<file path="src/rtl/histogram_nonadjacent_max_sum_macros.svh">
// ----------------------------------------------------------------------------
// Assertion macros for the histogram non-adjacent maximum sum block
// Concurrent checks clocked on clock and disabled while reset is high.
// ----------------------------------------------------------------------------
`ifndef HISTOGRAM_NONADJACENT_MAX_SUM_MACROS_SVH
`define HISTOGRAM_NONADJACENT_MAX_SUM_MACROS_SVH

`ifndef ASSERT_OFF
// property must hold at every edge outside reset
`define HNMS_ASSERT(label, prop, msg) \
   label: assert property (@(posedge clock) disable iff (reset) (prop)) else $error(msg);
// condition must never be true outside reset
`define HNMS_NEVER(label, cond, msg) \
   label: assert property (@(posedge clock) disable iff (reset) !(cond)) else $error(msg);
`else
`define HNMS_ASSERT(label, prop, msg)
`define HNMS_NEVER(label, cond, msg)
`endif

`endif

</file>
<file path="src/rtl/hnms_ram.sv">
// ----------------------------------------------------------------------------
// hnms_ram
// Simple dual-port RAM, one write and one registered read per cycle.
// ----------------------------------------------------------------------------
module hnms_ram #(
   parameter int WIDTH = 8,
   parameter int DEPTH = 16
) (
   input  logic                     clock,
   input  logic                     wr_en,
   input  logic [$clog2(DEPTH)-1:0] wr_addr,
   input  logic [WIDTH-1:0]         wr_data,
   input  logic [$clog2(DEPTH)-1:0] rd_addr,
   output logic [WIDTH-1:0]         rd_data
);

   logic [WIDTH-1:0] mem_ff [DEPTH];
   logic [WIDTH-1:0] rd_data_ff;

   // read returns the contents before a write at the same edge
   always_ff @(posedge clock) begin
      if (wr_en) begin
         mem_ff[wr_addr] <= wr_data;
      end
      rd_data_ff <= mem_ff[rd_addr];
   end

   assign rd_data = rd_data_ff;

endmodule

</file>
<file path="config.mk">
export PLATFORM = sky130hd
export DESIGN_NAME = hnms_ram
export DESIGN_NICKNAME = d
export VERILOG_FILES = /design/src/rtl/histogram_nonadjacent_max_sum_macros.svh /design/src/rtl/hnms_ram.sv
export SDC_FILE = /design/constraint.sdc
export NUM_CORES = 1
export LEC_CHECK = 0
export BUFFER_PORTS_ARGS = -buffer_cell sky130_fd_sc_hd__clkbuf_2
export CAP_MARGIN = 15
export CELL_PAD_IN_SITES_DETAIL_PLACEMENT = 0
export CELL_PAD_IN_SITES_GLOBAL_PLACEMENT = 2
export CORE_ASPECT_RATIO = 1.25
export CORE_UTILIZATION = 43
export DETAILED_ROUTE_END_ITERATION = 10
export GPL_TIMING_DRIVEN = 1
export MAX_ROUTING_LAYER = met4
export PLACE_DENSITY = 0.78
export SYNTH_ARGS = -nofsm -noshare
export SYNTH_HDL_FRONTEND = slang
export SYNTH_SLANG_ARGS = --single-unit
</file>
<file path="constraint.sdc">
create_clock -name clock -period 1.5 [get_ports clock]
set_clock_uncertainty 0.05 [all_clocks]
set_input_delay 0.075 -clock clock [delete_from_list [all_inputs] [get_ports clock]]
set_output_delay 0.075 -clock clock [all_outputs]
set_load 0.01 [all_outputs]
</file>
After elaboration in Yosys (flattened, before gate mapping)
Memories as Yosys holds them, arrays and structs flattened. A register that Yosys moved wholly into a read port is not among the register bits.
Index checks and enable logic that the tools add are counted.
{"block": "totals", "in_bits": 18, "latchBits": 0, "ramBits": 128, "elab_cells": 3, "n_memories": 1, "regBits": 0, "out_inout_bits": 8, "mem_bits_ro": 0}
{"name": "mem_ff", "words": 16, "width": 8, "read_ports": 1, "rd_clocked_by_memory_dff": 1, "write_ports": 1, "line_no": "hnms_ram.sv:17", "rtl": "logic [WIDTH-1:0] mem_ff [DEPTH];"}
{"block": "op_classes", "n_eq_ne": 0, "order_cmp": 0, "reduce_logical": 0, "div": 0, "n_mux": 2, "addsub": 0, "n_mul": 0, "shifts": 0, "bitwise_logic": 0}
{"op": "two-way mux 1 bit", "n": 2}

Longest topological paths before layout
{"block": "logic_depth", "word_depth": 2, "mapped_depth": 5, "ltp_nobuf": 3}

Least setup slack after synthesis
No wires, ideal clock.
{"block": "synth_timing", "path_kind": "input-to-reg", "from": "input wr_addr[2]", "to": "memory mem_ff[0][0] (enable)", "arrival_time_ns": 1.185, "setup_ns": 0.383, "t_required_ns": 1.067, "n_path_buf": 0, "stages": 2, "setup_slack_ns": -0.118, "cell_sequence": "or3b_2 nor3_1"}
{"item": "start: declaration", "line_no": "hnms_ram.sv:11", "rtl": "input logic [$clog2(DEPTH)-1:0] wr_addr,"}
{"item": "end: declaration", "line_no": "hnms_ram.sv:17"}
No word-level cell before the write port.

==> flow_metrics.env <==
export IMPL_grt_total_usage_pct=17.0
export IMPL_tightest_slew_ns=0.703
export IMPL_cts_resized=0
export IMPL_path_class="register to register"
export IMPL_grt_max_degree=25
export IMPL_drt_iter0_drc=187
export IMPL_p_leak_uw=0.00215
export IMPL_yosys_area_top_type_share_pct=74.7
export IMPL_drv_slew=0
export IMPL_fin_cells=465
export IMPL_seq_area_um2=4000
export IMPL_peakVddDrop_mv=0.664
export IMPL_crit_chain="mux4_1 > a22oi_1 > nand2_1"
export IMPL_nFillCells=899
export IMPL_ant_nets=0
export IMPL_min_period_ns=1.40
export IMPL_io_pins=26
export IMPL_dp_hpwl_mm=6.00
export IMPL_antenna_diode_count=0
export IMPL_clock_fmax_ghz=0.716
export IMPL_antenna_found_initial=0
export IMPL_cp_buffers_inverters=0
export IMPL_drive_above_1_share_pct=34.2
export IMPL_ys_flop_type="edfxtp_1"
export IMPL_cts_sinks=136
export IMPL_rrSetupSlack_ns=0.10
export IMPL_critPathMaxFanout=1
export IMPL_finalWirelength_mm=9.16
export IMPL_syn_nets=247
export IMPL_path_clk_slew_ns=0.06
export IMPL_areaGrowthSynthToFinish_pct=21.6
export IMPL_crit_slowest_cell="mux4_1"
export IMPL_total_power_uw=8990
export IMPL_maxCapViolations=0
export IMPL_clock_latency_ns=0.40
export IMPL_first_global_vias=2547
export IMPL_yosys_top_cells_count="edfxtp_1, mux4_2, a22oi_1"
export IMPL_drc=0
export IMPL_multi_input_comb_area_um2=1060
export IMPL_crit_path_end_kind="register"
export IMPL_clk_path_buf_depth=2
export IMPL_dr_pass1_iters=4
export IMPL_vias=2412
export IMPL_fin_util_pct=53.9
export IMPL_rsz0062_at_grt="false"
export IMPL_status="finished, final reports clean"
export IMPL_synth_top_cell_by_area="edfxtp_1"
export IMPL_ys_types=19
export IMPL_nets=309
export IMPL_finalSetupViolations=0
export IMPL_finalHoldViolCount=0
export IMPL_yosys_top_cells_area="edfxtp_1, mux4_2, mux4_1, dfxtp_1, a22oi_1"
export IMPL_cts_tree="done"
export IMPL_critPathTopFamily="multiplexers"
export IMPL_synth_seq_area_share_pct=77.8
export IMPL_ctsHoldBuffers=0
export IMPL_rows=44
export IMPL_dieArea_um2=12400
export IMPL_grt_pass1_wl_mm=14.3
export IMPL_async_flop_share_pct=0
export IMPL_routedWlPerCell_um=19.7
export IMPL_maxSlewHeadroom_pct=52.9
export IMPL_avgSynthCellArea_um2=22.5
export IMPL_cts_setup_buffers=0
export IMPL_core_area_um2=11600
export IMPL_synth_seq_cells=136
export IMPL_synth_edf_count=128
export IMPL_cp_start_kind="register"
export IMPL_port_buffer_count=25
export IMPL_synthMostInstantiatedCell="edfxtp_1"
export IMPL_finalCritPeriodShare_pct=93.1
export IMPL_cts_root_buffer="clkbuf_16"
export IMPL_gp_congestion=0.753
export IMPL_die_h_um=124
export IMPL_dp_cells=433
export IMPL_finalSetupTns_ns=0
export IMPL_power_density_nw_per_um2=1440
export IMPL_initial_core_util_pct=44.3
export IMPL_cts_buffers=17
export IMPL_arrival_ns=1.62
export IMPL_die_w_um=99.9
export IMPL_grt_overflow=0
export IMPL_hold_class="primary input to register"
export IMPL_cts_htree_levels=4
export IMPL_synth_warnings=0
export IMPL_syn_area_um2=5150
export IMPL_required_ns=1.73
export IMPL_slowest_delay_ns=0.54
export IMPL_avgViaCountPerCell=5.19
export IMPL_syn_inst=229
area by class of cell:
class | count | share of cell area, %
clock inverters | 12 | 2.78
multi-input cells | 83 | 17.0
well taps | 161 | 3.22
repair buffers | 53 | 5.76
clock buffers | 20 | 7.30
flip-flops and latches | 136 | 64.0
layer usage:
layer,up-vias,track usage (%),part of all wire [%]
met1,1242,19.9,40
met2,60,27.7,54
met4,0,7.44,2.3
li1,1095,-,-
met3,15,4.21,3.7
met5,-,-,0
where the power goes:
group	internal [µW]	switching (µW)
sequential	4250	22.3
combinational	179	223
clock	2860	1460
total	7290	1700
logic make-up after synthesis:
family / share of synthesized area (%)
DFF: 77.8
buffers and inverters: 1.68
and+or+nand+nor: 3.18
AOI/OAI and AO/OA: 2.33
muxes: 15.0
registers in the layout, indices dropped and copies added (netlist names):
register and count:
mem_ff 128, rd_data 8
final timing paths:
path                                     from             to  cells past startpoint
worst min register to register  mem_ff[14][0]     rd_data[0]                      3
worst max register to register   mem_ff[6][2]     rd_data[2]                      3
worst max-delay path             mem_ff[6][2]     rd_data[2]                      3
worst min-delay path               wr_data[1]  mem_ff[10][1]                      1
metrics by stage:
stage | worst slack, ns | hold slack [ns] | cell area [µm²]
finish | 0.104 | 0.0439 | 6260
global route | 0.0342 | 0.0531 | 6260
CTS | 0.0826 | 0.0291 | 6260
detailed placement | -0.0808 | 0.413 | 5630
global placement | -0.0690 | 0.416 | 5630
floorplan | 0.109 | 0.124 | 5150
cells in the final DEF, fill, tap and decap left out, drive strengths merged, types with 4 or more instances in the layout:
cell type	n
a22oi	16
buf	28
bufinv	4
clkbuf	45
clkinv	4
clkinvlp	4
dfxtp	8
edfxtp	128
mux4	32
nand2	9
nor2	13
nor3	4
worst register-to-register path: stages (launching register included):
cell	delay (ns)
edfxtp_1	0.38
mux4_1	0.54
a22oi_1	0.20
nand2_1	0.10
Note: power is estimated with default switching activity, not from simulation.
