<file path="config.mk">
export PLATFORM = sky130hd
export DESIGN_NAME = hnms_front
export DESIGN_NICKNAME = d
export VERILOG_FILES = /design/src/rtl/histogram_nonadjacent_max_sum_macros.svh /design/src/rtl/hnms_pkg.sv /design/src/rtl/hnms_front.sv
export SDC_FILE = /design/constraint.sdc
export NUM_CORES = 1
export LEC_CHECK = 0
export BUFFER_PORTS_ARGS = -buffer_cell sky130_fd_sc_hd__buf_4
export CORE_MARGIN = 5
export CORE_UTILIZATION = 24
export DETAILED_ROUTE_END_ITERATION = 16
export GPL_TIMING_DRIVEN = 1
export HOLD_SLACK_MARGIN = 0.05
export SYNTH_ARGS = -nofsm -noshare
export SYNTH_HDL_FRONTEND = slang
export SYNTH_SLANG_ARGS = --single-unit
</file>
<file path="constraint.sdc">
create_clock -name clock -period 2 [get_ports clock]
set_clock_uncertainty 0.2 [all_clocks]
set_input_delay 0.3 -clock clock [delete_from_list [all_inputs] [get_ports clock]]
set_output_delay 0.3 -clock clock [all_outputs]
set_load 0.05 [all_outputs]
</file>
<file path="src/rtl/histogram_nonadjacent_max_sum_macros.svh">
// ----------------------------------------------------------------------------
// Assertion macros for the histogram non-adjacent maximum sum block
// Concurrent checks clocked on clock and disabled while reset is high.
// ----------------------------------------------------------------------------
`ifndef HISTOGRAM_NONADJACENT_MAX_SUM_MACROS_SVH
`define HISTOGRAM_NONADJACENT_MAX_SUM_MACROS_SVH

`ifndef ASSERT_OFF
// property must hold at every edge outside reset
`define HNMS_ASSERT(label, prop, msg) \
   label: assert property (@(posedge clock) disable iff (reset) (prop)) else $error(msg);
// condition must never be true outside reset
`define HNMS_NEVER(label, cond, msg) \
   label: assert property (@(posedge clock) disable iff (reset) !(cond)) else $error(msg);
`else
`define HNMS_ASSERT(label, prop, msg)
`define HNMS_NEVER(label, cond, msg)
`endif

`endif

</file>
<file path="src/rtl/hnms_pkg.sv">
// ----------------------------------------------------------------------------
// hnms_pkg
// Constants, types and helpers shared by the histogram non-adjacent sum block.
// ----------------------------------------------------------------------------
package hnms_pkg;

   localparam int VALUE_WIDTH = 10;
   localparam int SCORE_BITS  = 22;
   localparam int VALUE_BITS  = 10;
   localparam int MAX_ITEMS   = 4096;

   localparam int BIN_COUNT = 1 << VALUE_BITS;
   localparam longint MAX_TOTAL = longint'(MAX_ITEMS) * longint'(BIN_COUNT - 1);
   localparam int WEIGHT_BITS = $clog2(MAX_TOTAL + 1);
   localparam int COUNT_BITS  = $clog2(MAX_ITEMS + 1);
   localparam int SAT_BITS    = (WEIGHT_BITS > SCORE_BITS) ? WEIGHT_BITS : SCORE_BITS;

   localparam logic [SCORE_BITS-1:0] SCORE_MAX = '1;
   localparam logic [VALUE_BITS-1:0] LAST_BIN  = VALUE_BITS'(BIN_COUNT - 1);

   localparam int QUEUE_DEPTH      = 4;
   localparam int QUEUE_PTR_BITS   = $clog2(QUEUE_DEPTH);
   localparam int QUEUE_COUNT_BITS = $clog2(QUEUE_DEPTH + 1);

   typedef struct packed {
      logic [VALUE_BITS-1:0] bin;
      logic                  add;
      logic                  last;
      logic                  overflow;
   } entry_type;

   typedef struct packed {
      logic empty;
      logic full;
   } queue_status_type;

   typedef struct packed {
      logic clearing;
   } back_status_type;

   typedef enum logic [2:0] {
      BACK_CLEAR,
      BACK_LOAD,
      BACK_FLUSH,
      BACK_SCAN,
      BACK_TAIL
   } back_state_type;

   function automatic logic [SCORE_BITS-1:0] saturate(input logic [WEIGHT_BITS-1:0] x);
      logic [SAT_BITS-1:0] wide;
      wide = SAT_BITS'(x);
      if (wide > SAT_BITS'(SCORE_MAX)) begin
         return SCORE_MAX;
      end
      return SCORE_BITS'(wide);
   endfunction

endpackage

</file>
<file path="src/rtl/hnms_front.sv">
// ----------------------------------------------------------------------------
// hnms_front
// Accepts requests, counts the set and marks dropped and final requests.
// ----------------------------------------------------------------------------
module hnms_front (
   input  logic                                 clock,
   input  logic                                 reset,
   input  logic                                 start,
   input  logic [hnms_pkg::VALUE_WIDTH-1:0]     req_value,
   input  logic                                 req_last,
   input  hnms_pkg::queue_status_type           q_status,
   input  hnms_pkg::back_status_type            b_status,
   output logic                                 busy,
   output logic                                 q_push,
   output hnms_pkg::entry_type                  q_entry
);
   import hnms_pkg::*;

   logic [COUNT_BITS-1:0] items_seen_ff, items_seen_in;
   logic                  overflow_ff, overflow_in;
   logic                  accept;
   logic                  room;

   assign busy   = q_status.full || b_status.clearing;
   assign accept = start && !busy;
   assign room   = items_seen_ff < COUNT_BITS'(MAX_ITEMS);

   // drop a request beyond the limit unless it closes the set
   assign q_push           = accept && (room || req_last);
   assign q_entry.bin      = VALUE_BITS'(req_value);
   assign q_entry.add      = room;
   assign q_entry.last     = req_last;
   assign q_entry.overflow = overflow_ff || !room;

   always_comb begin
      items_seen_in = items_seen_ff;
      overflow_in   = overflow_ff;
      if (accept) begin
         if (req_last) begin
            items_seen_in = '0;
            overflow_in   = 1'b0;
         end else if (room) begin
            items_seen_in = items_seen_ff + 1'b1;
         end else begin
            overflow_in = 1'b1;
         end
      end
   end

   always_ff @(posedge clock) begin
      if (reset) begin
         items_seen_ff <= '0;
         overflow_ff   <= 1'b0;
      end else begin
         items_seen_ff <= items_seen_in;
         overflow_ff   <= overflow_in;
      end
   end

endmodule

</file>
* After elaboration in Yosys (flattened, before gate mapping)
Index checks and enable logic that the tools add are counted. Widths: inputs -> output; s select.
Cells by class: magnitude comparators 1, equal/unequal tests 1, muxes and demuxes 4, reduce and logical (&&, ||, !) cells 10, $add $sub $neg 1
Operators with widths (number):
- $mux 13 | 2
- $add 13x1->13 const B | 1
- $lt 13x13->1 const B | 1
- $reduce_and 2->1 | 2
- $logic_or 1x1->1 | 3
- $logic_and 1x1->1 | 2
- $logic_not 1->1 | 2
- $mux 1 | 2
- $ne 2x2->1 const B | 1
- $reduce_bool 2->1 | 1
Word-level totals: output and inout port bits 15, word-level logic and storage cells 19, input bits 17, register bits after elaboration 14

* Logic depth before layout (Yosys ltp)
word-level depth 4, depth in mapped cells 5

* Least setup slack after synthesis
No wires, ideal clock.
path type input to register, start point input b_status, end point register items_seen_ff[5], stages on the path 5, arrival 1.757 ns, data required time 1.741 ns, slack -0.016 ns, path buffers 1, cells stage by stage or3b_1 -> buf_2 -> or3_2 -> or4_1 -> nand2_1
On the way: longest elaborated chain between the ends 4
RTL lines:
- start: declaration | RTL line hnms_front.sv:12 | input hnms_pkg::back_status_type b_status,
- $logic_or 1x1->1 | RTL line hnms_front.sv:24 | assign busy = q_status.full || b_status.clearing;
- $logic_not 1->1 | RTL line hnms_front.sv:25 | assign accept = start && !busy;
- $logic_and 1x1->1 | RTL line hnms_front.sv:25
- $reduce_and 2->1 (no source line)
- end signal: assignment | RTL line hnms_front.sv:55 | items_seen_ff <= items_seen_in;
- end: declaration | RTL line hnms_front.sv:19 | logic [COUNT_BITS-1:0] items_seen_ff, items_seen_in;
Every way passes these cells. A chain may end at the register's enable or synchronous reset.

* Worst setup path after layout
start point register items_seen_ff[0], end point register items_seen_ff[10]
On the way: longest elaborated chain between the ends 3, elaborated cells on any way between the ends 6
RTL lines (RTL line):
- $add 13x1->13 / $lt 13x13->1 (equally long branches) | hnms_front.sv:43, hnms_front.sv:26
- $mux 13 / $reduce_bool 2->1 (equally long branches)
- $mux 13 / $reduce_and 2->1 (equally long branches)
Parallel ways exist; a longest one is shown, timed or not. The select of a mux whose other input is x is not followed.

==> run_results.csv <==
group,metric,value,unit
clocking,clock_latency,0.28,ns
clocking,cts_setup_buffers,0,
cells_and_area,drive_above_1_share,0.300,
floorplan,num_io_pins,32,
timing,rsz0062_at_grt,"false",
logic_synthesis,ys.flop_type,"dfxtp_1",
routing,highest_layer,"met4",
global_route,grt_pass1_vias,737,
timing,setup_slack,0.0961,ns
cells_and_area,fillers,380,
timing,hold_viol_final,0,
timing,layout_worst_path_cycle_share,0.952,
global_route,grt_pass1_wl,3230,um
routing,drc_errors,0,
clocking,path_clk_slew,0.08,ns
pwr,leakage,0.337,nW
min_path,hp-class,"in -> reg",
floorplan,start_util,0.250,
run,cap_viol_max_count,0,
clocking,root_buffer,"clkbuf_4",
logic_synthesis,ys_warn_count,0,
routing,ant_nets,0,
routing,drt_iter0_drc,10,
worst_setup_path,cp.arrival,1.92,ns
timing,setup_viol,0,
clocking,cts_tree,"yes",
floorplan,die_x,69.2,um
clocking,numCtsBuffers,3,
pwr,ir_drop,0.292,mV
logic_synthesis,synth-edff-count,0,
timing,timing.final.crit_period,1.90,ns
clocking,cts_resized,1,
routing,vias,728,
global_route,grt_max_degree,15,
logic_synthesis,ys_types,36,
timing,whs,0.0828,ns
floorplan,core,0.00336,mm^2
routing,drt-met1-wl,871,um
timing,slew_violations,0,
floorplan,dieArea,0.00479,mm^2
routing,wl,1900,um
logic_synthesis,syn-cell-area,841,um^2
worst_setup_path,start_kind,"flop",
logic_synthesis,postSynthAreaPerCell,8.32,um^2
timing,slew_headroom,0.787,
global_route,track_usage,0.0812,
placed_design,place_ws,-0.139,ns
clocking,cts.sinks,14,
logic_synthesis,synth.top_cell.area_share,0.333,
logic_synthesis,synth_common_cells,"14 x dfxtp_1, 13 x buf_4, 7 x nand2_1",
routing,first_pass_iters,4,
cells_and_area,final_cells,156,
floorplan,row_count,21,
timing,fmax,525,MHz
clocking,hold_buffers,0,
worst_setup_path,cp_max_fo,3,
logic_synthesis,synth.most_common_cell,"dfxtp_1",
worst_setup_path,critPathRequiredTime,2.02,ns
routing,wl_met2,892,um
routing,vias_per_cell,4.67,
placed_design,dp_cells,153,
cells_and_area,fin_nets,130,
worst_setup_path,crit_type,"reg -> reg",
placed_design,hpwl,1470,um
logic_synthesis,synth_seq_area_share,0.333,
floorplan,die_y,69.2,um
placed_design,place.gp.congestion,0.757,
logic_synthesis,synth_nets,119,
worst_setup_path,r2r_cells,5,
pwr,powerDensity,506,mW/mm^2
placed_design,io_buffers,10,
logic_synthesis,netlist_top_cells_area,"dfxtp_1 33%, buf_4 12%, o211ai_1 3.6%",
cells_and_area,areaGrowthSynthToFinish,16.4,%
routing,wl_per_cell,12.2,um
global_route,globalRouteOverflowTotal,0,
clocking,clock_path_buffers,2,
logic_synthesis,synth-seq-cells,14,
global_route,antenna_found_initial,0,
logic_synthesis,async_reset_ff_frac,0,
outcome,status,"complete, no violations",
logic_synthesis,syn-instance-count,101,
cells_and_area,n_antenna_cell,0,
logic_synthesis,yosys.area.top_type,"dfxtp_1",
worst_setup_path,crit_path_end_kind,"flop",
cells_and_area,layout.core_utilization,0.291,
timing,worst_pin_slew,0.318,ns
clocking,htreeDepth,1,
routing,met3WireLength,125,um
min_path,worstHoldPathCells,2,
placed cells by master, fill, tap and decap left out, types with 2 or more instances in the layout:
cell | synthesis | final
nand4_1 | 2 | 2
nand3_1 | 3 | 3
or3_4 | 1 | 2
a311oi_1 | 2 | 2
or4_1 | 3 | 3
nor3_1 | 2 | 2
inv_1 | 3 | 3
a31oi_1 | 2 | 2
nor4_1 | 2 | 2
nor2_1 | 6 | 6
dfxtp_1 | 14 | 14
clkbuf_4 | 0 | 3
o21ai_0 | 3 | 2
nand2_1 | 7 | 7
or2_2 | 4 | 4
a21o_1 | 2 | 2
o211ai_1 | 4 | 4
a21oi_1 | 5 | 5
xnor2_1 | 3 | 3
buf_4 | 13 | 21
nor2b_1 | 3 | 3
power breakdown:
group          switching [mW]  internal, mW
Sequential           0.000423         0.279
Combinational          0.0323        0.0228
Clock                  0.0903        0.0699
state kept, by name, indices dropped and copies added, names as in the netlist:
name and cells:
overflow_ff 1, items_seen_ff 13
per-layer routing:
layer,track usage,vias to the layer above
met4,0.0239,0
met2,0.128,14
met5,0,-
li1,-,374
met3,0.0362,3
met1,0.0989,337
cell type report:
| class | instances | area [um^2] | area share |
|---|---|---|---|
| clock buffers | 3 | 22.5 | 0.0230 |
| flip-flops and latches | 14 | 280 | 0.286 |
| repair buffers | 21 | 158 | 0.161 |
| multi-input cells | 69 | 449 | 0.459 |
| well taps | 46 | 57.6 | 0.0588 |
| inverters | 3 | 11.3 | 0.0115 |
cells by family (layout without fill, tap and decap cells):
logic type	after synthesis	after routing	share of synthesized area
DFF	14	14	0.333
buffers and inverters	18	27	0.140
adders and majority gates	1	1	0.0149
xor gates and xnor gates	3	3	0.0313
muxes	1	1	0.0119
AOI/OAI and AO/OA	21	21	0.164
and+or+nand+nor	43	43	0.305
critical path, stage by stage, from the launching register on:
cell and delay (ns):
dfxtp_1 0.34, ha_2 0.19, nand2_1 0.07, or3_1 0.37, or4_1 0.52, a31oi_1 0.17
final timing paths:
check | from | end | slack, ns
worst min register to register | overflow_ff$_SDFFE_PP0P_ | overflow_ff$_SDFFE_PP0P_ | 0.28
worst max register to register | items_seen_ff[0]$_SDFFE_PP0P_ | items_seen_ff[10]$_SDFFE_PP0P_ | 0.1
worst min-delay path | reset | items_seen_ff[11]$_SDFFE_PP0P_ | 0.08
worst max-delay path | items_seen_ff[0]$_SDFFE_PP0P_ | items_seen_ff[10]$_SDFFE_PP0P_ | 0.1
stage by stage:
stage | power [mW] | instance area, um^2 | setup TNS (ns)
detailed placement | 0.341 | 953 | -0.541
global placement | 0.340 | 953 | -0.447
CTS | 0.502 | 976 | 0
global route | 0.521 | 978 | 0
finish | 0.495 | 978 | 0
floorplan | 0.374 | 851 | 0
Power figures use the tool's default switching activity.
