===== src/rtl/histogram_nonadjacent_max_sum_macros.svh =====
// ----------------------------------------------------------------------------
// Assertion macros for the histogram non-adjacent maximum sum block
// Concurrent checks clocked on clock and disabled while reset is high.
// ----------------------------------------------------------------------------
`ifndef HISTOGRAM_NONADJACENT_MAX_SUM_MACROS_SVH
`define HISTOGRAM_NONADJACENT_MAX_SUM_MACROS_SVH

`ifndef ASSERT_OFF
// property must hold at every edge outside reset
`define HNMS_ASSERT(label, prop, msg) \
   label: assert property (@(posedge clock) disable iff (reset) (prop)) else $error(msg);
// condition must never be true outside reset
`define HNMS_NEVER(label, cond, msg) \
   label: assert property (@(posedge clock) disable iff (reset) !(cond)) else $error(msg);
`else
`define HNMS_ASSERT(label, prop, msg)
`define HNMS_NEVER(label, cond, msg)
`endif

`endif


===== src/rtl/hnms_pkg.sv =====
// ----------------------------------------------------------------------------
// hnms_pkg
// Constants, types and helpers shared by the histogram non-adjacent sum block.
// ----------------------------------------------------------------------------
package hnms_pkg;

   localparam int VALUE_WIDTH = 10;
   localparam int SCORE_BITS  = 22;
   localparam int VALUE_BITS  = 10;
   localparam int MAX_ITEMS   = 4096;

   localparam int BIN_COUNT = 1 << VALUE_BITS;
   localparam longint MAX_TOTAL = longint'(MAX_ITEMS) * longint'(BIN_COUNT - 1);
   localparam int WEIGHT_BITS = $clog2(MAX_TOTAL + 1);
   localparam int COUNT_BITS  = $clog2(MAX_ITEMS + 1);
   localparam int SAT_BITS    = (WEIGHT_BITS > SCORE_BITS) ? WEIGHT_BITS : SCORE_BITS;

   localparam logic [SCORE_BITS-1:0] SCORE_MAX = '1;
   localparam logic [VALUE_BITS-1:0] LAST_BIN  = VALUE_BITS'(BIN_COUNT - 1);

   localparam int QUEUE_DEPTH      = 4;
   localparam int QUEUE_PTR_BITS   = $clog2(QUEUE_DEPTH);
   localparam int QUEUE_COUNT_BITS = $clog2(QUEUE_DEPTH + 1);

   typedef struct packed {
      logic [VALUE_BITS-1:0] bin;
      logic                  add;
      logic                  last;
      logic                  overflow;
   } entry_type;

   typedef struct packed {
      logic empty;
      logic full;
   } queue_status_type;

   typedef struct packed {
      logic clearing;
   } back_status_type;

   typedef enum logic [2:0] {
      BACK_CLEAR,
      BACK_LOAD,
      BACK_FLUSH,
      BACK_SCAN,
      BACK_TAIL
   } back_state_type;

   function automatic logic [SCORE_BITS-1:0] saturate(input logic [WEIGHT_BITS-1:0] x);
      logic [SAT_BITS-1:0] wide;
      wide = SAT_BITS'(x);
      if (wide > SAT_BITS'(SCORE_MAX)) begin
         return SCORE_MAX;
      end
      return SCORE_BITS'(wide);
   endfunction

endpackage


===== src/rtl/hnms_queue.sv =====
// ----------------------------------------------------------------------------
// hnms_queue
// Short request queue between the front and back parts.
// ----------------------------------------------------------------------------
module hnms_queue (
   input  logic                       clock,
   input  logic                       reset,
   input  logic                       push,
   input  hnms_pkg::entry_type        push_entry,
   input  logic                       pop,
   output hnms_pkg::entry_type        head_entry,
   output hnms_pkg::queue_status_type status
);
   import hnms_pkg::*;

   entry_type                   slot_ff [QUEUE_DEPTH];
   logic [QUEUE_PTR_BITS-1:0]   wr_ptr_ff, wr_ptr_in;
   logic [QUEUE_PTR_BITS-1:0]   rd_ptr_ff, rd_ptr_in;
   logic [QUEUE_COUNT_BITS-1:0] count_ff, count_in;

   always_comb begin
      wr_ptr_in = push ? wr_ptr_ff + 1'b1 : wr_ptr_ff;
      rd_ptr_in = pop ? rd_ptr_ff + 1'b1 : rd_ptr_ff;
      count_in  = count_ff;
      if (push && !pop) begin
         count_in = count_ff + 1'b1;
      end else if (pop && !push) begin
         count_in = count_ff - 1'b1;
      end
   end

   always_ff @(posedge clock) begin
      if (reset) begin
         wr_ptr_ff <= '0;
         rd_ptr_ff <= '0;
         count_ff  <= '0;
      end else begin
         wr_ptr_ff <= wr_ptr_in;
         rd_ptr_ff <= rd_ptr_in;
         count_ff  <= count_in;
      end
   end

   always_ff @(posedge clock) begin
      if (push) begin
         slot_ff[wr_ptr_ff] <= push_entry;
      end
   end

   assign head_entry   = slot_ff[rd_ptr_ff];
   assign status.empty = (count_ff == '0);
   assign status.full  = (count_ff == QUEUE_COUNT_BITS'(QUEUE_DEPTH));

endmodule


===== config.mk =====
export PLATFORM = sky130hd
export DESIGN_NAME = hnms_queue
export DESIGN_NICKNAME = d
export VERILOG_FILES = /design/src/rtl/histogram_nonadjacent_max_sum_macros.svh /design/src/rtl/hnms_pkg.sv /design/src/rtl/hnms_queue.sv
export SDC_FILE = /design/constraint.sdc
export NUM_CORES = 1
export LEC_CHECK = 0
export BUFFER_PORTS_ARGS = -buffer_cell sky130_fd_sc_hd__buf_2
export CAP_MARGIN = 20
export CORE_MARGIN = 10
export CORE_UTILIZATION = 60
export CTS_CLUSTER_SIZE = 40
export DETAILED_ROUTE_END_ITERATION = 8
export PLACE_DENSITY_LB_ADDON = 0.1
export SYNTH_ARGS = -nofsm -noshare
export SYNTH_HDL_FRONTEND = slang
export SYNTH_SLANG_ARGS = --single-unit
export TNS_END_PERCENT = 30

===== constraint.sdc =====
create_clock -name clock -period 2.7 [get_ports clock]
set_clock_uncertainty 0.05 [all_clocks]
set_input_delay 0.27 -clock clock [delete_from_list [all_inputs] [get_ports clock]]
set_output_delay 0.27 -clock clock [all_outputs]
set_load 0.005 [all_outputs]

== After elaboration in Yosys (flattened, before gate mapping) ==
Memory sizes are Yosys's and may differ from the RTL's. A register that Yosys moved wholly into a read port is not among the register bits.
Index checks and enable logic that the tools add are counted.

* Add/sub/neg operators: 4
* Eq/ne operators: 1
* Mux-type cells: 6
* Reduce and logical (&&, ||, !) cells: 6

{| class="wikitable"
|+ Operator list
! kind !! count
|-
| two-way mux 3 bit || 2
|-
| adder 2 x 1 -> 2 bit (second input constant) || 2
|-
| two-way mux 2 bit || 2
|-
| adder 3 x 1 -> 3 bit (second input constant) || 1
|-
| == test 3 bit (second input constant) || 1
|-
| zero test 3 bit || 1
|-
| subtractor 3 x 1 -> 3 bit (second input constant) || 1
|-
| logical AND 1 bit || 2
|-
| zero test 1 bit || 2
|-
| two-way mux 1 bit || 2
|-
| nonzero test 2 bit || 1
|}

* Register bits: 7
* Bits in writable memories: 52
* Input bits: 17
* Output and inout port bits: 15
* Logic and storage cells: 21
* Memories: 1

{| class="wikitable"
|+ Memory list
! name !! depth !! bits a word !! rd ports !! clocked after memory_dff !! wr ports !! RTL line !! RTL
|-
| slot_ff || 4 || 13 || 1 || 1 || 1 || hnms_queue.sv:16 || <nowiki>entry_type slot_ff [QUEUE_DEPTH];</nowiki>
|}

== Depth between registers and ports, before layout ==
* Depth after elaboration: 4
* Gate-level depth with buffers: 7
* Gate-level depth less buffers: 7

== Worst setup path before layout ==
OpenSTA, ideal clock, no wires.

* Path type: in2reg
* Start: in pop
* End: reg count_ff[2]
* Setup time: 70 ps
* Arrival time: 1,460 ps
* Setup slack: 1,120 ps
* Stages on the path: 7
* Path buffers: 0
* Cell sequence: inv_1 -> ha_1 -> inv_1 -> fa_1 -> xor2_1 -> or3_1 -> a21oi_1

* Longest elaborated chain between the ends: 3
* Elaborated cells between the ends (all ways): 5

{| class="wikitable"
|+ Ends and longest elaborated chain
! what !! RTL line !! RTL
|-
| start: declaration || hnms_queue.sv:10 || <nowiki>input logic pop,</nowiki>
|-
| zero test 1 bit || hnms_queue.sv:25 || <nowiki>if (push && !pop) begin</nowiki>
|-
| logical AND 1 bit || hnms_queue.sv:25 ||
|-
| two-way mux 3 bit / nonzero test 2 bit (equally long branches) || n/a ||
|-
| end signal: assignment || hnms_queue.sv:40 || <nowiki>count_ff <= count_in;</nowiki>
|-
| end: declaration || hnms_queue.sv:19 || <nowiki>logic [QUEUE_COUNT_BITS-1:0] count_ff, count_in;</nowiki>
|}

Several ways; a longest one is shown, not always the timed one.
A chain may end at the register's enable or synchronous reset.

==> flow_summary.toml <==
[sta]
relSlewSlack_pct = 52.5
layout_min_cycle_time_ns = 2.22
finalCritPeriodShare_pct = 82.4
hold_violations = 0
final_max_slew_viol_count = 0
fmax_mhz = 450
setup_violations = 0
max_slew.worst_pin.slew_ns = 0.713
tns_ns = 0
rsz0062_at_grt = "no"

[finish]
fin_area_um2 = 2670
instances_no_fill = 204
register_area_um2 = 1740
antenna_cells = 0
area_growth_pct = 15.6
final_nets = 174
multi_input_area_um2 = 534
nFillCells = 244
layout-drive-gt1-share_pct = 35.3

[clocking]
cts_resized = 0
cts_tree = "built"
clockBufferDepth = 2
cts_hold_buf = 0
post_cts_buffers = 0
numCtsBuffers = 9
path_clk_slew_ns = 0.06
cts.sinks = 61
clock_latency_ns = 0.32
root_buffer = "clkbuf_8"
cts_max_level = 3

[synth]
postSynthCellCount = 111
synth_seq_area_share_pct = 75.4
synth_cell_types = 21
syn_area_um2 = 2310
ys_seq_elements = 61
syn_nets = 134
yosys_warnings = 0
avgSynthCellArea_um2 = 20.8

[global_route]
grt_max_degree = 14
use_met3_pct = 3.71
use_met1_pct = 14.3
track_usage_pct = 13.0
overflow = 0
top_usage_layer = "met2"
antenna_found_initial = 0
use_met2_pct = 21.6
grt_first_pass_wirelength_um = 6190
grt_pass1_vias = 1266

[die]
num_rows = 22
ios = 32
core_area_um2 = 3690
dieArea_um2 = 6730
start_util_pct = 62.7
die_h_um = 82.1
die_w_um = 82.1

[pwr]
sw_frac_of_total_pct = 22.7
combPwrFrac_pct = 10.3
p_seq_share_pct = 57.2
switching_power_mw = 0.443
p_clk_share_pct = 32.5
p_int_mw = 1.51
power.density_nw_per_um2 = 729
power_leakage_nw = 0.965
vdd_ir_drop_max_mv = 0.673

[worst_setup_path]
path_cells = "buf_4 -> mux4_1 -> buf_2"
critical-path-slowest-cell = "dfxtp_1"
rrSetupSlack_ns = 1.08
arrival_ns = 1.90
start_kind = "flip-flop"
path_depth = 3
slowest_delay_ns = 0.59
crit_end = "head_entry[8]"
reg2reg_to = "slot_ff[3][4]$_DFFE_PP_"
cp-end-kind = "output port"
r2r-start = "wr_ptr_ff[0]$_SDFFE_PP0P_"
critPathBufInv = 2
critPathTopFamily = "flip-flops"
critPathMaxFanout = 7
timing_worst_setup_path_type = "flip-flop to output port"
crit_required_ns = 2.38
ff2ff_path_depth = 2

[routing]
drc = 0
drt_iter0_drc = 79
num_vias = 1125
antenna_left = 0
dr.pass1.iters = 4
wirelength_um = 3960
vias_per_cell = 5.51
routedWlPerCell_um = 19.4

[hold_path]
worstHoldPathType = "input port to flip-flop"

[place]
io_buffer_count = 31
place_area_um2 = 2510
dp_hpwl_um = 2770
dp.cells = 188
routabilityCongestion = 0.723

[job]
maxCapViolations = 0

[status]
status = "completed"
-- cells in the final DEF (no fill, tap or decap), types with 2 or more instances in the layout --
| master | instances |
|---|---|
| mux2i_1 | 2 |
| ha_1 | 5 |
| dfxtp_1 | 9 |
| clkbuf_8 | 9 |
| buf_2 | 31 |
| edfxtp_1 | 52 |
| xor2_1 | 3 |
| nor2_1 | 7 |
| inv_1 | 4 |
| and2_1 | 4 |
| xnor2_1 | 2 |
| mux4_2 | 10 |
| clkinv_1 | 2 |
| clkinv_2 | 3 |
| mux4_1 | 3 |
-- per-layer routing --
| metal | part of all wire, % | wire length, um |
|---|---|---|
| met3 | 6.5 | 258 |
| met1 | 37 | 1480 |
| met2 | 53 | 2110 |
| met5 | 0 | 0 |
| met4 | 2.7 | 108 |
-- Yosys cell counts --
master | count | area share [%]
mux4_2 | 10 | 9.7
dfxtp_1 | 9 | 7.8
nor3b_1 | 1 | 0.32
fa_1 | 1 | 0.87
ha_1 | 5 | 2.7
and2_1 | 4 | 1.1
xnor2_1 | 2 | 0.76
mux4_1 | 3 | 3.4
inv_1 | 4 | 0.65
or3_1 | 1 | 0.27
buf_6 | 1 | 0.49
buf_2 | 1 | 0.22
xor2_1 | 3 | 1.1
nor2_1 | 7 | 1.1
clkbuf_1 | 1 | 0.16
nand2_1 | 1 | 0.16
edfxtp_1 | 52 | 68
mux2i_1 | 2 | 0.87
nor3_1 | 1 | 0.22
o21ai_0 | 1 | 0.22
a21oi_1 | 1 | 0.22
-- layout make-up --
| type | instances | share of cell area (%) |
|---|---|---|
| flip-flops and latches | 61 | 65.2 |
| multi-input cells | 43 | 20.0 |
| well taps | 48 | 2.25 |
| clock inverters | 6 | 1.12 |
| inverters | 4 | 0.562 |
| clock buffers | 10 | 4.78 |
| repair buffers | 32 | 6.09 |
-- worst reg2reg max path, cell delays in order, from the launching register on --
cell,delay (ns)
dfxtp_1,0.41
ha_1,0.19
and2_1,0.59
-- registers in the layout (all words and copies together) (netlist names), named ones only --
signal	count
slot_ff	52
count_ff	3
rd_ptr_ff	2
wr_ptr_ff	2
-- how the worst min path moves through the flow --
stage	endpoint	slack (ns)	depth (start not counted)	startpoint
4_1_cts	slot_ff[0][3]$_DFFE_PP_	0.10	1	push_entry[3]
5_1_grt	slot_ff[0][6]$_DFFE_PP_	0.10	1	push_entry[6]
3_5_place_dp	slot_ff[0][3]$_DFFE_PP_	0.44	1	push_entry[3]
2_1_floorplan	slot_ff[0][0]$_DFFE_PP_	0.32	0	push_entry[0]
3_3_place_gp	count_ff[2]$_SDFFE_PP0P_	0.43	2	count_ff[2]$_SDFFE_PP0P_
6_report	slot_ff[1][10]$_DFFE_PP_	0.12	1	push_entry[10]
-- logic make-up after synthesis --
kind of cell	count (synthesis)	synth area share, %
DFF	61	75.4
muxes	15	14.0
and+or+nand+nor	15	3.19
buffers and inverters	7	1.52
adders and majority gates	6	3.57
xor gates and xnor gates	5	1.90
AOI/OAI and AO/OA	2	0.433
-- power by group through the flow --
stage / combinational (mW) / clock, mW / sequential [mW]
after global placement: 0.191 / 0 / 1.13
after detailed placement: 0.205 / 0 / 1.13
after floorplan: 0.127 / 0 / 1.12
after CTS: 0.206 / 0.650 / 1.11
after global routing: 0.223 / 0.696 / 1.12
final: 0.201 / 0.634 / 1.11
-- stage by stage --
step | hold slack, ns | total power, mW | util, % | worst slack (ns)
global placement | 0.427 | 1.32 | 68.1 | 0.801
finish | 0.119 | 1.95 | 72.4 | 0.476
CTS | 0.105 | 1.97 | 72.4 | 0.413
floorplan | 0.319 | 1.24 | - | 1.12
global route | 0.104 | 2.04 | 72.4 | 0.302
detailed placement | 0.441 | 1.34 | 68.1 | 0.757
Note: power is estimated with default switching activity, not from simulation.
