File: config.mk
export PLATFORM = sky130hd
export DESIGN_NAME = hnms_back
export DESIGN_NICKNAME = d
export VERILOG_FILES = /design/src/rtl/hnms_pkg.sv /design/src/rtl/hnms_back.sv
export VERILOG_INCLUDE_DIRS = /design/src /design/src/rtl
export SDC_FILE = /design/constraint.sdc
export NUM_CORES = 1
export LEC_CHECK = 0
export BUFFER_PORTS_ARGS = -buffer_cell sky130_fd_sc_hd__buf_4
export CORE_UTILIZATION = 62
export DETAILED_ROUTE_END_ITERATION = 10
export PLACE_DENSITY = 0.95
export SKIP_CTS_REPAIR_TIMING = 1
export SLEW_MARGIN = 20
export SYNTH_ARGS = -nofsm -noshare
export SYNTH_HDL_FRONTEND = slang
export SYNTH_SLANG_ARGS = --single-unit
export TNS_END_PERCENT = 20
File: constraint.sdc
create_clock -name clock -period 12.3 [get_ports clock]
set_clock_uncertainty 0.15 [all_clocks]
set_input_delay 0.615 -clock clock [delete_from_list [all_inputs] [get_ports clock]]
set_output_delay 0.615 -clock clock [all_outputs]
set_load 0.03 [all_outputs]
File: src/rtl/histogram_nonadjacent_max_sum_macros.svh
// ----------------------------------------------------------------------------
// Assertion macros for the histogram non-adjacent maximum sum block
// Concurrent checks clocked on clock and disabled while reset is high.
// ----------------------------------------------------------------------------
`ifndef HISTOGRAM_NONADJACENT_MAX_SUM_MACROS_SVH
`define HISTOGRAM_NONADJACENT_MAX_SUM_MACROS_SVH

`ifndef ASSERT_OFF
// property must hold at every edge outside reset
`define HNMS_ASSERT(label, prop, msg) \
   label: assert property (@(posedge clock) disable iff (reset) (prop)) else $error(msg);
// condition must never be true outside reset
`define HNMS_NEVER(label, cond, msg) \
   label: assert property (@(posedge clock) disable iff (reset) !(cond)) else $error(msg);
`else
`define HNMS_ASSERT(label, prop, msg)
`define HNMS_NEVER(label, cond, msg)
`endif

`endif

File: src/rtl/hnms_pkg.sv
// ----------------------------------------------------------------------------
// hnms_pkg
// Constants, types and helpers shared by the histogram non-adjacent sum block.
// ----------------------------------------------------------------------------
package hnms_pkg;

   localparam int VALUE_WIDTH = 10;
   localparam int SCORE_BITS  = 22;
   localparam int VALUE_BITS  = 10;
   localparam int MAX_ITEMS   = 4096;

   localparam int BIN_COUNT = 1 << VALUE_BITS;
   localparam longint MAX_TOTAL = longint'(MAX_ITEMS) * longint'(BIN_COUNT - 1);
   localparam int WEIGHT_BITS = $clog2(MAX_TOTAL + 1);
   localparam int COUNT_BITS  = $clog2(MAX_ITEMS + 1);
   localparam int SAT_BITS    = (WEIGHT_BITS > SCORE_BITS) ? WEIGHT_BITS : SCORE_BITS;

   localparam logic [SCORE_BITS-1:0] SCORE_MAX = '1;
   localparam logic [VALUE_BITS-1:0] LAST_BIN  = VALUE_BITS'(BIN_COUNT - 1);

   localparam int QUEUE_DEPTH      = 4;
   localparam int QUEUE_PTR_BITS   = $clog2(QUEUE_DEPTH);
   localparam int QUEUE_COUNT_BITS = $clog2(QUEUE_DEPTH + 1);

   typedef struct packed {
      logic [VALUE_BITS-1:0] bin;
      logic                  add;
      logic                  last;
      logic                  overflow;
   } entry_type;

   typedef struct packed {
      logic empty;
      logic full;
   } queue_status_type;

   typedef struct packed {
      logic clearing;
   } back_status_type;

   typedef enum logic [2:0] {
      BACK_CLEAR,
      BACK_LOAD,
      BACK_FLUSH,
      BACK_SCAN,
      BACK_TAIL
   } back_state_type;

   function automatic logic [SCORE_BITS-1:0] saturate(input logic [WEIGHT_BITS-1:0] x);
      logic [SAT_BITS-1:0] wide;
      wide = SAT_BITS'(x);
      if (wide > SAT_BITS'(SCORE_MAX)) begin
         return SCORE_MAX;
      end
      return SCORE_BITS'(wide);
   endfunction

endpackage

File: src/rtl/hnms_back.sv
// ----------------------------------------------------------------------------
// hnms_back
// Applies queued requests to the bin memory, then scans and clears the bins.
// ----------------------------------------------------------------------------
`include "histogram_nonadjacent_max_sum_macros.svh"

module hnms_back (
   input  logic                              clock,
   input  logic                              reset,
   input  hnms_pkg::entry_type               q_entry,
   input  hnms_pkg::queue_status_type        q_status,
   output logic                              q_pop,
   output hnms_pkg::back_status_type         b_status,
   output logic                              ram_wr_en,
   output logic [hnms_pkg::VALUE_BITS-1:0]   ram_wr_addr,
   output logic [hnms_pkg::WEIGHT_BITS-1:0]  ram_wr_data,
   output logic [hnms_pkg::VALUE_BITS-1:0]   ram_rd_addr,
   input  logic [hnms_pkg::WEIGHT_BITS-1:0]  ram_rd_data,
   output logic                              rsp_strobe,
   output logic [hnms_pkg::SCORE_BITS-1:0]   rsp_score,
   output logic                              rsp_overflow
);
   import hnms_pkg::*;

   back_state_type         state_ff, state_in;
   logic [VALUE_BITS-1:0]  scan_idx_ff, scan_idx_in;

   logic                   ld_valid_ff, ld_valid_in;
   logic [VALUE_BITS-1:0]  ld_bin_ff, ld_bin_in;
   logic                   fw_valid_ff, fw_valid_in;
   logic [VALUE_BITS-1:0]  fw_bin_ff, fw_bin_in;
   logic [WEIGHT_BITS-1:0] fw_data_ff, fw_data_in;

   logic                   sc_valid_ff, sc_valid_in;
   logic [VALUE_BITS-1:0]  sc_bin_ff, sc_bin_in;
   logic [WEIGHT_BITS-1:0] prev_ff, prev_in;
   logic [WEIGHT_BITS-1:0] prev2_ff, prev2_in;
   logic                   ovf_ff, ovf_in;

   logic                   rsp_strobe_ff, rsp_strobe_in;
   logic [SCORE_BITS-1:0]  rsp_score_ff, rsp_score_in;
   logic                   rsp_overflow_ff, rsp_overflow_in;

   logic [WEIGHT_BITS-1:0] old_weight;
   logic [WEIGHT_BITS-1:0] new_weight;
   logic [WEIGHT_BITS-1:0] take;
   logic [WEIGHT_BITS-1:0] best;

   // next state
   always_comb begin
      state_in = state_ff;
      unique case (state_ff)
         BACK_CLEAR: begin
            if (scan_idx_ff == LAST_BIN) state_in = BACK_LOAD;
         end
         BACK_LOAD: begin
            if (q_pop && q_entry.last) state_in = BACK_FLUSH;
         end
         BACK_FLUSH: begin
            state_in = BACK_SCAN;
         end
         BACK_SCAN: begin
            if (scan_idx_ff == LAST_BIN) state_in = BACK_TAIL;
         end
         BACK_TAIL: begin
            state_in = BACK_LOAD;
         end
         default: begin
            state_in = BACK_CLEAR;
         end
      endcase
   end

   // datapath: forward the previous write into a back-to-back update
   assign old_weight = (fw_valid_ff && fw_bin_ff == ld_bin_ff) ? fw_data_ff : ram_rd_data;
   assign new_weight = old_weight + WEIGHT_BITS'(ld_bin_ff);
   assign take       = prev2_ff + ram_rd_data;
   assign best       = (take > prev_ff) ? take : prev_ff;

   // outputs and stage controls
   always_comb begin
      q_pop           = (state_ff == BACK_LOAD) && !q_status.empty;
      scan_idx_in     = scan_idx_ff;
      ld_valid_in     = q_pop && q_entry.add;
      ld_bin_in       = q_entry.bin;
      fw_valid_in     = ld_valid_ff;
      fw_bin_in       = ld_bin_ff;
      fw_data_in      = new_weight;
      sc_valid_in     = (state_ff == BACK_SCAN);
      sc_bin_in       = scan_idx_ff;
      prev_in         = prev_ff;
      prev2_in        = prev2_ff;
      ovf_in          = ovf_ff;
      rsp_strobe_in   = (state_ff == BACK_TAIL);
      rsp_score_in    = saturate(best);
      rsp_overflow_in = ovf_ff;
      ram_rd_addr     = (state_ff == BACK_SCAN) ? scan_idx_ff : q_entry.bin;
      ram_wr_en       = 1'b0;
      ram_wr_addr     = scan_idx_ff;
      ram_wr_data     = '0;

      if (state_ff == BACK_CLEAR || state_ff == BACK_SCAN) begin
         scan_idx_in = scan_idx_ff + 1'b1;
      end
      if (state_ff == BACK_CLEAR) begin
         ram_wr_en = 1'b1;
      end
      if (q_pop && q_entry.last) begin
         ovf_in = q_entry.overflow;
      end
      if (ld_valid_ff) begin
         ram_wr_en   = 1'b1;
         ram_wr_addr = ld_bin_ff;
         ram_wr_data = new_weight;
      end
      if (state_ff == BACK_FLUSH) begin
         prev_in  = '0;
         prev2_in = '0;
      end
      // clear each bin as the scan consumes it
      if (sc_valid_ff) begin
         prev_in     = best;
         prev2_in    = prev_ff;
         ram_wr_en   = 1'b1;
         ram_wr_addr = sc_bin_ff;
         ram_wr_data = '0;
      end
   end

   always_ff @(posedge clock) begin
      if (reset) begin
         state_ff      <= BACK_CLEAR;
         scan_idx_ff   <= '0;
         ld_valid_ff   <= 1'b0;
         fw_valid_ff   <= 1'b0;
         sc_valid_ff   <= 1'b0;
         prev_ff       <= '0;
         prev2_ff      <= '0;
         ovf_ff        <= 1'b0;
         rsp_strobe_ff <= 1'b0;
      end else begin
         state_ff      <= state_in;
         scan_idx_ff   <= scan_idx_in;
         ld_valid_ff   <= ld_valid_in;
         fw_valid_ff   <= fw_valid_in;
         sc_valid_ff   <= sc_valid_in;
         prev_ff       <= prev_in;
         prev2_ff      <= prev2_in;
         ovf_ff        <= ovf_in;
         rsp_strobe_ff <= rsp_strobe_in;
      end
   end

   always_ff @(posedge clock) begin
      ld_bin_ff       <= ld_bin_in;
      fw_bin_ff       <= fw_bin_in;
      fw_data_ff      <= fw_data_in;
      sc_bin_ff       <= sc_bin_in;
      rsp_score_ff    <= rsp_score_in;
      rsp_overflow_ff <= rsp_overflow_in;
   end

   assign b_status.clearing = (state_ff == BACK_CLEAR);
   assign rsp_strobe        = rsp_strobe_ff;
   assign rsp_score         = rsp_score_ff;
   assign rsp_overflow      = rsp_overflow_ff;

   `HNMS_NEVER(a_no_write_clash, ld_valid_ff && sc_valid_ff, "load and scan write together")
   `HNMS_ASSERT(a_single_result, rsp_strobe_ff |=> !rsp_strobe_ff, "result strobe repeated")
   `HNMS_ASSERT(a_result_then_load, rsp_strobe_ff |-> state_ff == BACK_LOAD, "result not in load")
   `HNMS_NEVER(a_pop_empty, q_pop && q_status.empty, "queue popped while empty")

endmodule

# Word level (Yosys, flattened, before mapping)
# Cells that the tools add are included.
# classes
addsub	3
n_lt_le_gt_ge	2
eq_ne	9
mux	20
n_reduce_logical	9
# op_table
op	count
$mux W22	9
$mux W10	3
$add A22 B10 Y22	1
$add A22 B22 Y22	1
$gt A22 B22 Y1	1
$gt A22 B22 Y1 const B	1
$pmux W3 S5	1
$add A10 B1 Y10 const B	1
$eq A10 B10 Y1	1
$eq A10 B10 Y1 const B	1
$mux W3	3
$eq A3 B2 Y1 const B	2
$ne A2 B1 Y1 const B	3
$logic_and A1 B1 Y1	4
$mux W1	4
$eq A3 B1 Y1 const B	1
$eq A3 B3 Y1 const B	1
$logic_not A3 Y1	1
$reduce_and A3 Y1	1
$reduce_bool A2 Y1	1
$logic_not A1 Y1	1
$logic_or A1 B1 Y1	1
# word_totals
reg_bits	137
input_bits	39

# Logic depth before layout (Yosys ltp)
# depth
word_depth	6
mapped_depth	18
depth_no_buf	17

# Least setup slack after synthesis
# OpenSTA, ideal clock, no wires.
# synth_path
path_kind	register to output
startpoint	register ld_bin_ff[2] (netlist: fw_bin_in[2])
endpoint	output port ram_wr_data[12] (netlist bit)
arrival_ns	4.067
setup_slack_ns	7.468
path_stages_with_launch	15
path_buffers	2
cell_sequence	dfxtp_1 -> xnor2_2 -> nand4_4 -> nor3_4 -> buf_2 -> buf_2 -> mux2_2 -> ha_1 -> nor2b_1 -> o31a_1 -> o2111ai_1 -> nand2_1 -> and3_1 -> xnor2_1 -> a211oi_1
# synth_via
elab_chain_len	6
# synth_lines
item	line	text
from (decl)	hnms_back.sv:29	logic [VALUE_BITS-1:0] ld_bin_ff, ld_bin_in;
from (signal assigned)	hnms_back.sv:155	ld_bin_ff <= ld_bin_in;
$eq A10 B10 Y1	hnms_back.sv:75	assign old_weight = (fw_valid_ff && fw_bin_ff == ld_bin_ff) ? fw_data_ff : ram_rd_data;
$logic_and A1 B1 Y1	hnms_back.sv:75	
$mux W22	hnms_back.sv:75	
$add A22 B10 Y22 (*)	hnms_back.sv:76	assign new_weight = old_weight + WEIGHT_BITS'(ld_bin_ff);
$mux W22 (*)	hnms_back.sv:111	if (ld_valid_ff) begin
$mux W22 (*)	hnms_back.sv:121	if (sc_valid_ff) begin
to (decl)	hnms_back.sv:16	output logic [hnms_pkg::WEIGHT_BITS-1:0] ram_wr_data,
# Every way passes the cells marked *; elsewhere a longest branch is shown, timed or not.

# Worst setup path in the final report
# layout_path
startpoint	register ld_bin_ff[5] (netlist: fw_bin_in[5])
endpoint	output port ram_wr_data[16] (netlist bit)
# Same word-level chain as after synthesis.

==> metrics <==
depth of the CTS H-tree 4; Inserted Diodes 0; CP arrival 4.73 ns; syn_area_per_cell around 9.4 µm²; top_reg_cell synth dfxtp_1; GRT Total Usage a little under a third; share of the synthesized area in the top cell type between 30% and 40%; NumNets Final just under 1000; CP startpoint kind register; row cnt 39; via density per instance roughly 6.1; P&R area growth vs syn 21.0%; chip height approximately 110 µm; Cell Area, Placed slightly above 0.008 mm²; starting density of the core about 64%; first-pass GRT wire length 30.3 mm; slew of the pin with the lowest slew margin between 0.7 and 0.8 ns; share of cells above drive strength 1 23.5%; DP Wirelength ~13 mm; largest net degree at the start of global routing 46; total routed wirelength 18.7 mm; EDFF count, synth 0; Ports 108; Worst-Skew Late Latency approximately 0.43 ns; RSZ-0062 raised after global routing no; total congestion overflow 0; total number of vias 6360; Reg2Reg Capture Point rsp_score[16]$_SDFF_PN1_; status finished, final reports clean; Slew headroom a little over 50%; Crit Path Max Fanout 29; fmax 0.182 GHz; max-slew violations 0; origin of the worst setup path fw_bin_in[5]$_DFF_P_; synthesized area 0.00735 mm²; WP data required 11.53 ns; post-DR wirelength/cell roughly 18 µm; Max-cap violations 0; top cells by area, synth dfxtp_1, ha_1, mux2_2; Port-buffer cells 106; Detail Route Antenna Nets 0; gpl congestion 0.891; clk sinks 137; Max clock buf depth 2; hold_sp q_entry[8]; Post-Synthesis Cells around 780; Hold EP fw_bin_in[5]$_DFF_P_; R2R cell count 17; Final Critical Period 5.49 ns; CTS buffer count 17; power density over the cells ~130 mW/mm²; r2r setup slk 7.19 ns; DIE AREA 0.0123 mm²; Worst VDD drop 0.000182 V; final instance area 0.00889 mm²; Warnings, synthesis 0; syn_nets 877; Filler Cell Count 701; period utilisation layout 44.7%; final setup vio count 0; Seq cells post-synth 137; clock slew at reported path FFs 0.06 ns; Sum Neg Setup Slack 0 ns; first-pass iteration count of the detailed router 5; Worst R2R Start prev2_ff[0]$_SDFFE_PP0P_; number of global-route vias before repair 6350; Crit Path Category reg -> out; Synth area leader dfxtp_1; FFs w/ async S/R, synth 0%; core area 0.0115 mm²; antenna violations before repair 0; Root Buffer clkbuf_16; initial DRC count 439; Hold Path Depth 1; unique cell type count in the Yosys netlist 71; die width 111 µm; Pleak 3.79 nW; Final Hold Fails 0; drt drc 0; TritonCTS clock tree built; post-synthesis sequential area ratio 37.3%; Hold Crit Class in -> reg; crit path capture type primary output
-- power breakdown --
| part | leakage [nW] | switching, W | internal (W) |
|---|---|---|---|
| clock network | 0.320 | 0.000211 | 0.000350 |
| registers | 1.13 | 0.0000111 | 0.000464 |
| logic | 2.34 | 0.0000800 | 0.0000575 |
-- cells in the mapped netlist (3+ instances only) --
cell type and instances:
a211o_1 4, a211oi_1 11, a21boi_0 4, a21o_1 12, a21oi_1 41, a22o_1 21
a22oi_1 24, a31oi_1 4, and2_1 17, and3_1 15, buf_1 3, buf_2 7
clkbuf_1 19, dfxtp_1 137, ha_1 54, inv_1 35, mux2_2 39, mux2i_1 17
nand2_1 53, nand2b_1 3, nand3_1 19, nand4_1 4, nor2_1 68, nor2b_1 3
nor3_1 12, o211ai_1 5, o21a_1 5, o21ai_0 31, or3_1 7, xnor2_1 35
xnor2_2 3, xor2_1 20
-- placed cells by master (no fill, tap or decap), drive strengths merged, types with 4 or more instances in the layout --
| master | Yosys | routed |
|---|---|---|
| o211ai | 5 | 5 |
| a21oi | 41 | 41 |
| nor3 | 13 | 13 |
| ha | 54 | 54 |
| xnor2 | 38 | 38 |
| mux2i | 18 | 18 |
| and2 | 17 | 17 |
| o21a | 5 | 5 |
| inv | 35 | 41 |
| a211oi | 12 | 12 |
| or3 | 7 | 7 |
| o21ai | 33 | 33 |
| nand3 | 21 | 21 |
| a22oi | 24 | 24 |
| nand2 | 53 | 53 |
| a21o | 12 | 12 |
| a31oi | 5 | 5 |
| mux2 | 39 | 39 |
| bufinv | 0 | 4 |
| a21boi | 4 | 4 |
| nor2 | 69 | 69 |
| buf | 12 | 112 |
| dfxtp | 137 | 137 |
| xor2 | 20 | 20 |
| nand4 | 6 | 6 |
| and3 | 16 | 16 |
| a22o | 21 | 21 |
| clkbuf | 19 | 18 |
| clkinv | 0 | 4 |
| a211o | 4 | 4 |
-- sequential cells by signal (all words and copies together), names as in the netlist, 3 cells and up --
signal      count
fw_data_ff     22
fw_bin_ff      10
state_ff        3
sc_bin_in      10
fw_bin_in      10
prev2_ff       22
sc_bin_ff      10
rsp_score      22
prev_ff        22
-- worst max path at each step --
| stage | endpoint | slack (ns) |
|---|---|---|
| after global routing | ram_wr_data[16] | 6.59 |
| after global placement | rsp_score[9]$_SDFF_PN1_ | 7.04 |
| after detailed placement | rsp_score[10]$_SDFF_PN1_ | 6.95 |
| after floorplan | ram_wr_data[12] | 7.47 |
| after CTS | ram_wr_data[16] | 6.82 |
| final | ram_wr_data[16] | 6.81 |
-- final cells by class --
type,instances,area [µm²],area share [%]
clock buffers,18,439,4.94
clock inverters,14,209,2.35
inverters,35,131,1.48
multi-input cells,579,4350,48.9
flip-flops and latches,137,2740,30.8
well taps,143,179,2.01
repair buffers,112,841,9.45
-- per-layer routing --
metal	part of all wire [%]	track usage [%]	wire length [µm]	vias up
met4	3.4	17.4	633	0
met3	6.3	8.64	1180	59
met1	40	34.2	7500	3050
met5	0	0	0	-
met2	50	53.9	9380	232
li1	-	-	-	3019
-- logic make-up after synthesis --
logic type	count (synthesis)	share of synthesized area (%)
xor gates and xnor gates	58	7.22
muxes	57	8.60
AOI/OAI and AO/OA	190	18.6
buffers and inverters	66	3.59
and+or+nand+nor	218	14.9
adders and majority gates	56	9.74
DFF	137	37.3
-- stage by stage --
stage	power (W)	instances	hold slack [ns]	setup slack [ns]	util, %
after floorplan	0.000574	782	0.181	7.47	-
after global placement	0.000613	1006	0.187	7.04	71.9
after detailed placement	0.000619	1006	0.196	6.95	71.9
after CTS	0.00118	1038	0.125	6.82	77.5
after global routing	0.00121	1038	0.125	6.59	77.6
final	0.00117	1038	0.140	6.81	77.6
-- critical path, stage by stage, from the launching register on --
cell       delay (ns)
dfxtp_1          0.36
xnor2_1          0.31
nand3_2          0.24
nor3_4           0.35
buf_4            0.40
mux2_2           0.39
ha_1             0.35
o21a_1           0.15
o31a_1           0.23
o2111ai_1        0.26
and2_1           0.29
or4_1            0.42
and3_4           0.20
a211oi_2         0.13
buf_4            0.19
Note: power is estimated with default switching activity, not from simulation.
